### src/sv/rycc_pkg.sv
// Shared types, sizes and fixed-point constants of the RGB to YCbCr 4:2:0 converter.
// No dependencies; used by every other file of the block.
package rycc_pkg;

    localparam int MAX_LINE_WIDTH   = 4096;
    localparam int MAX_FRAME_HEIGHT = 4096;
    localparam int PAIR_DEPTH       = MAX_LINE_WIDTH / 2;
    localparam int PAIR_IDX_W       = $clog2(PAIR_DEPTH);
    localparam int CNT_W            = 12;
    localparam int CFG_W            = 13;
    localparam int PROD_W           = 27;

    typedef enum logic {
        CFG_LINE_WIDTH   = 1'b0,
        CFG_FRAME_HEIGHT = 1'b1
    } t_cfg_idx;

    typedef struct packed {
        logic [7:0] red;
        logic [7:0] green;
        logic [7:0] blue;
    } t_pixel;

    typedef struct packed {
        logic [7:0] luma_top_left;
        logic [7:0] luma_top_right;
        logic [7:0] luma_bottom_left;
        logic [7:0] luma_bottom_right;
        logic [7:0] blue_chroma_avg;
        logic [7:0] red_chroma_avg;
    } t_quad;

    // Raster position of an item as it travels down the pipe
    typedef struct packed {
        logic                  col_odd;
        logic                  row_odd;
        logic [PAIR_IDX_W-1:0] idx;
    } t_pos;

    typedef struct packed {
        logic [7:0]  luma;
        logic [21:0] cb14;
        logic [21:0] cr14;
    } t_pix_val;

    // One line store entry: top-row pair
    typedef struct packed {
        logic [7:0]  luma_left;
        logic [7:0]  luma_right;
        logic [22:0] cb_sum;
        logic [22:0] cr_sum;
    } t_pair;

    // Coefficients scaled by 2^16, order R, G, B
    localparam logic signed [17:0] K_Y  [3] = '{18'sd16829, 18'sd33039, 18'sd6416};
    localparam logic signed [17:0] K_CB [3] = '{-18'sd9714, -18'sd19070, 18'sd28784};
    localparam logic signed [17:0] K_CR [3] = '{18'sd28784, -18'sd24103, -18'sd4681};

    localparam logic signed [PROD_W-1:0] Y_OFFSET = PROD_W'((16 << 16) + (1 << 15));
    localparam logic signed [PROD_W-1:0] C_OFFSET = PROD_W'((128 << 16) + 2);
    localparam logic [24:0]              AVG_ROUND = 25'(1 << 15);

endpackage

### src/sv/rycc_color_calc.sv
// Three-stage colour matrix: input capture, products, sums to Y / Cb14 / Cr14.
// Depends on rycc_pkg; advances on the shared pipeline enable.
module rycc_color_calc (
    input  logic                i_clk,
    input  logic                i_rst_n,
    input  logic                i_en,
    input  logic                i_valid,
    input  rycc_pkg::t_pixel    i_pix,
    input  rycc_pkg::t_pos      i_pos,
    output logic                o_b_valid,
    output rycc_pkg::t_pos      o_b_pos,
    output logic                o_c_valid,
    output rycc_pkg::t_pos      o_c_pos,
    output rycc_pkg::t_pix_val  o_c_val
);
    import rycc_pkg::*;

    logic                     r_a_valid, r_b_valid, r_c_valid;
    t_pixel                   r_a_pix;
    t_pos                     r_a_pos, r_b_pos, r_c_pos;
    logic signed [PROD_W-1:0] r_py [3];
    logic signed [PROD_W-1:0] r_pb [3];
    logic signed [PROD_W-1:0] r_pr [3];
    logic signed [PROD_W-1:0] n_py [3];
    logic signed [PROD_W-1:0] n_pb [3];
    logic signed [PROD_W-1:0] n_pr [3];
    logic signed [8:0]        chan [3];
    logic signed [PROD_W-1:0] y_acc, cb_acc, cr_acc;
    t_pix_val                 r_c_val, n_c_val;

    always_comb begin
        chan[0] = $signed({1'b0, r_a_pix.red});
        chan[1] = $signed({1'b0, r_a_pix.green});
        chan[2] = $signed({1'b0, r_a_pix.blue});
        for (int i = 0; i < 3; i++) begin
            n_py[i] = K_Y[i]  * chan[i];
            n_pb[i] = K_CB[i] * chan[i];
            n_pr[i] = K_CR[i] * chan[i];
        end
    end

    always_comb begin
        y_acc  = r_py[0] + r_py[1] + r_py[2] + Y_OFFSET;
        cb_acc = r_pb[0] + r_pb[1] + r_pb[2] + C_OFFSET;
        cr_acc = r_pr[0] + r_pr[1] + r_pr[2] + C_OFFSET;
        n_c_val.luma = y_acc[23:16];
        n_c_val.cb14 = cb_acc[23:2];
        n_c_val.cr14 = cr_acc[23:2];
    end

    always_ff @(posedge i_clk) begin
        if (!i_rst_n) begin
            r_a_valid <= 1'b0;
            r_b_valid <= 1'b0;
            r_c_valid <= 1'b0;
        end else if (i_en) begin
            r_a_valid <= i_valid;
            r_b_valid <= r_a_valid;
            r_c_valid <= r_b_valid;
        end
    end

    always_ff @(posedge i_clk) begin
        if (i_en) begin
            r_a_pix <= i_pix;
            r_a_pos <= i_pos;
            r_b_pos <= r_a_pos;
            r_c_pos <= r_b_pos;
            r_py    <= n_py;
            r_pb    <= n_pb;
            r_pr    <= n_pr;
            r_c_val <= n_c_val;
        end
    end

    assign o_b_valid = r_b_valid;
    assign o_b_pos   = r_b_pos;
    assign o_c_valid = r_c_valid;
    assign o_c_pos   = r_c_pos;
    assign o_c_val   = r_c_val;

    // stage valids only move on the enable
    a_valid_hold: assert property (@(posedge i_clk) disable iff (!i_rst_n)
        !i_en |=> r_c_valid == $past(r_c_valid) && r_b_valid == $past(r_b_valid))
        else $error("pipeline valid changed while stalled");

endmodule

### config.mk
export PLATFORM = sky130hd
export DESIGN_NAME = rycc_color_calc
export DESIGN_NICKNAME = d
export VERILOG_FILES = /design/src/sv/rycc_pkg.sv /design/src/sv/rycc_color_calc.sv
export SDC_FILE = /design/constraint.sdc
export NUM_CORES = 1
export LEC_CHECK = 0
export BUFFER_PORTS_ARGS = -buffer_cell sky130_fd_sc_hd__buf_2
export CORE_MARGIN = 2
export CORE_UTILIZATION = 40
export CTS_CLUSTER_SIZE = 12
export DETAILED_ROUTE_END_ITERATION = 8
export SETUP_SLACK_MARGIN = 0.2
export SYNTH_ARGS = -nofsm -noshare
export SYNTH_HDL_FRONTEND = slang
export SYNTH_SLANG_ARGS = --single-unit
### constraint.sdc
create_clock -name i_clk -period 4.8 [get_ports i_clk]
set_input_delay 0.72 -clock i_clk [delete_from_list [all_inputs] [get_ports i_clk]]
set_output_delay 0.72 -clock i_clk [all_outputs]
set_load 0.03 [all_outputs]
---- Word-level counts from Yosys, hierarchy flattened ----
Cells that the tools add are included.
Widths: inputs -> output; s select.
storage, ports and cells
  register bits after elaboration ......... 313
  latch bits .............................. 0
  RAM bits ................................ 0
  bits in read-only memories .............. 0
  bits of input ports ..................... 41
  output and inout bits ................... 80
  word-level logic and storage cells ...... 45
  memories ................................ 0
operators by class
  add/sub/neg operators ................... 9
  $mul .................................... 9
  div/mod/pow operators ................... 0
  magnitude comparators ................... 0
  eq/ne operators ......................... 0
  shift-type cells ........................ 0
  muxes and demuxes ....................... 0
  bitwise operators ....................... 0
  reductions and logical operators ........ 0
operators by type and width
  operator                count
  $add 24x24->24          4
  $add 24x24->24 const B  2
  $mul 14x9->23 const A   2
  $mul 11x8->19 const A   2
  $add 24x22->24          1
  $add 24x22->24 const B  1
  $add 24x23->24          1
  $mul 16x8->24 const A   1
  $mul 16x9->24 const A   1
  $mul 15x8->23 const A   1
  $mul 15x9->23 const A   1
  $mul 9x8->17 const A    1

---- Depth between registers and ports, before layout ----
  depth in word-level cells ............... 3
  depth in mapped cells ................... 18
  gate-level depth less buffers ........... 18

---- Worst setup path before layout ----
OpenSTA, ideal clock, no wires.
  path kind ............................... reg2reg
  start ................................... register r_a_pix, in the netlist chan[9]
  end ..................................... register r_pr[49] (netlist name) (data pin)
  library setup time ...................... 0.180 ns
  arrival ................................. 4.941 ns
  data required time ...................... 4.620 ns
  path slack .............................. -0.321 ns
  stages on the path, launching flop included .. 17
  path buffers ............................ 0
  period minus slack after synthesis ...... 5.121 ns
  cell sequence ........................... edfxtp_1 > fa_1 > inv_1 > fa_1 > inv_1 > fa_1 > inv_1 > fa_1 > inv_1 > ha_1 > o21ai_0 > a21oi_1 > a2111oi_2 > o31ai_1 > a211o_1 > a211o_1 > o311ai_1
RTL lines
  what                      line                   source
  start: declaration        rycc_color_calc.sv:19  t_pixel r_a_pix;
  start signal: assignment  rycc_color_calc.sv:65  r_a_pix <= i_pix;
  end signal: assignment    rycc_color_calc.sv:71  r_pr <= n_pr;
  end: declaration          rycc_color_calc.sv:23  logic signed [PROD_W-1:0] r_pr [3];

==> results.ini <==
[timing]
clock-skew-final_ns = 0.0551
slew_violations = 0
rsz0062_at_grt = true
finalCriticalPeriod_ns = 4.58
fin_setup_tns_ns = 0
fmaxAchievable_ghz = 0.219
final.period_utilization_pct = 95.3
setup_viol = 0
finalHoldViolations = 0
tightest_slew_ns = 0.869
relSlewSlack_pct = 42.0

[logic_synthesis]
ys_seq_area_share_pct = 32.8
synth_edf_count = 300
synth_area_per_cell_sq_um = 11.5
synthDistinctLibCells = 68
synth_ff_type = edfxtp_1
async_flop_share_pct = 0
syn_inst = 2406
netlist_area_sq_mm = 0.0276
yosysWarningCount = 0
yosys_register_bits = 303
synth_fp_nets = 3157

[setup_path]
critPathKind = register to register
timing.rr.end = r_pr[21]
cp.arrival_ns = 4.89
cp_max_fo = 6
critPathRequiredTime_ns = 5.11
critPathCaptureType = register
reg2regPathDepth = 17
rr_startpoint = chan[0]
critical_path.slowest_cell = fa_2
crit_chain = buf_6, fa_2, inv_1, fa_1, inv_1, fa_1, inv_1, fa_1, inv_1, ha_4, nand3_4, nor2_2, nand4_1, a31oi_2, o21a_1, nor2_1, xnor2_1
r2r_slack_ns = 0.22
worstSetupStartpointType = register
worst_path_most_repeated_cell = inv_1
cp_slowest_stage_delay_ns = 0.57

[grt]
grt_overflow = 0
grt_pass1_vias = 19000
antenna_found_initial = 4
grt_max_degree = 105
grtUsageTotal_pct = 19.4
grt_pass1_wl_um = 106000

[worst_hold_path]
min_to = r_a_pos[8]
hp-start = i_pos[8]
min_path_type = input port to register
hold_depth = 1

[floorplan]
ioPinCount = 121
rows = 96
core_sq_mm = 0.0685
initial_core_util_pct = 40.3
dieArea_sq_mm = 0.0712
die_x_um = 267
die-height_um = 267

[run_status]
outcome = complete, no violations

[route]
drc = 0
routed_wirelength_um = 67900
vias = 18100
via_per_inst = 5.03
ant_nets = 0
wire_per_inst_um = 18.9
drt_pre_antenna_iters = 5
drtIter0Drc = 946

[finish]
area_growth_pct = 16.1
final_common_cell = inv_1
seq_area_sq_mm = 0.00907
drive_above_1_share_pct = 15.1
layoutNonFillerInstCount = 3595
final_cell_mix = inv_1, ha_1, edfxtp_1
multiInputGateArea_sq_mm = 0.0173
nets = 3433
fillerInstances = 6280

[place]
dp_hpwl_um = 55000
dp.cells = 3476
gp_congestion = 0.880
port_buffers = 120

[cts]
cts_tree = yes
numClockSinks = 303
cts.reportedPaths.clkPinSlew_ns = 0.06
hold_buffers = 0
h-tree-depth = 2
clockBufferDepth = 3
cts-root-buf = clkbuf_16
clk-insertion-delay-late_ns = 0.60
numCtsBuffers = 40

[run]
drv_cap = 0

==> kinds of logic after synthesis <==
family | share of synthesized area, %
and+or+nand+nor | 5.18
adders and majority gates | 39.0
DFF | 32.8
xor gates and xnor gates | 6.06
buffers and inverters | 6.40
muxes | 0.186
AOI/OAI and AO/OA | 10.4
==> per-stage QoR <==
| step | setup slack (ns) | hold WS (ns) | cell area (sq um) | utilization [%] |
|---|---|---|---|---|
| floorplan | 0.117 | 0.400 | 27700 | - |
| global placement | 0.130 | 0.401 | 29900 | 43.7 |
| detailed placement | 0.0519 | 0.406 | 29900 | 43.7 |
| CTS | 0.114 | 0.253 | 31400 | 45.8 |
| global route | 0.0535 | 0.265 | 32100 | 46.8 |
| finish | 0.224 | 0.296 | 32100 | 46.9 |
==> routing by layer <==
layer / up-vias / share of wire (%) / global-route usage, %
li1: 8805 / - / -
met1: 8946 / 46 / 26.5
met2: 278 / 49 / 33.2
met3: 63 / 3.4 / 2.28
met4: 0 / 1.7 / 3.93
met5: - / 0 / 0
==> registers in the layout, summed over array words and instances (netlist names) <==
signal,count
r_py,63
chan,24
o_c_valid,1
r_pb,58
o_c_val,52
r_a_valid,1
r_a_pos,13
o_b_pos,13
o_c_pos,13
o_b_valid,1
r_pr,64
==> cell type report <==
| class | count | share of cell area, % |
|---|---|---|
| Tap cell | 882 | 3.44 |
| Sequential cell | 303 | 28.3 |
| Inverter | 463 | 5.42 |
| Clock buffer | 49 | 3.23 |
| Timing Repair Buffer | 241 | 4.95 |
| Antenna cell | 1 | 0.00780 |
| Clock inverter | 23 | 0.889 |
| Multi-Input combinational cell | 1633 | 53.8 |
==> repair_timing <==
item,CTS,global route
setup endpoints to repair,17,44
pin swaps,6,38
buffers inserted,7,39
resized for setup,18,86
==> worst max-delay path by stage <==
stage / startpoint / to / slack (ns) / depth (start not counted)
after floorplan: chan[10] / r_pr[50] / 0.12 / 17
after global placement: chan[3] / r_pr[22] / 0.13 / 15
after detailed placement: chan[4] / r_pr[22] / 0.05 / 16
after CTS: chan[3] / r_pr[22] / 0.11 / 16
after global routing: chan[11] / r_pr[50] / 0.05 / 17
final: chan[0] / r_pr[21] / 0.22 / 17
==> critical path: cells and delay by family, from the launching register on <==
family                   cells  cell delay [ns]
AND/OR/NAND/NOR              4             0.46
XOR/XNOR                     1             0.13
buffers and inverters        5             0.42
flip-flops                   1             0.48
AO/OA/AOI/OAI                2             0.37
adder cells (fa/ha/maj)      5             2.42
==> cells in the mapped netlist, drive strengths merged, types with 21 or more instances <==
cell	n	share of area, %
a21oi	134	2.4
a21o	67	1.8
o21ai	70	1.3
ha	459	21
o21bai	22	0.60
nor3	26	0.47
edfxtp	300	33
xnor2	144	4.6
nand3	23	0.42
nor2	90	1.2
xor2	47	1.5
inv	463	6.3
nand2	60	0.82
fa	251	18
o21a	29	0.79
nand2b	21	0.48
Power is not shown: default switching activity piles up to over one toggle a cycle in this logic, so the estimate is an artifact.
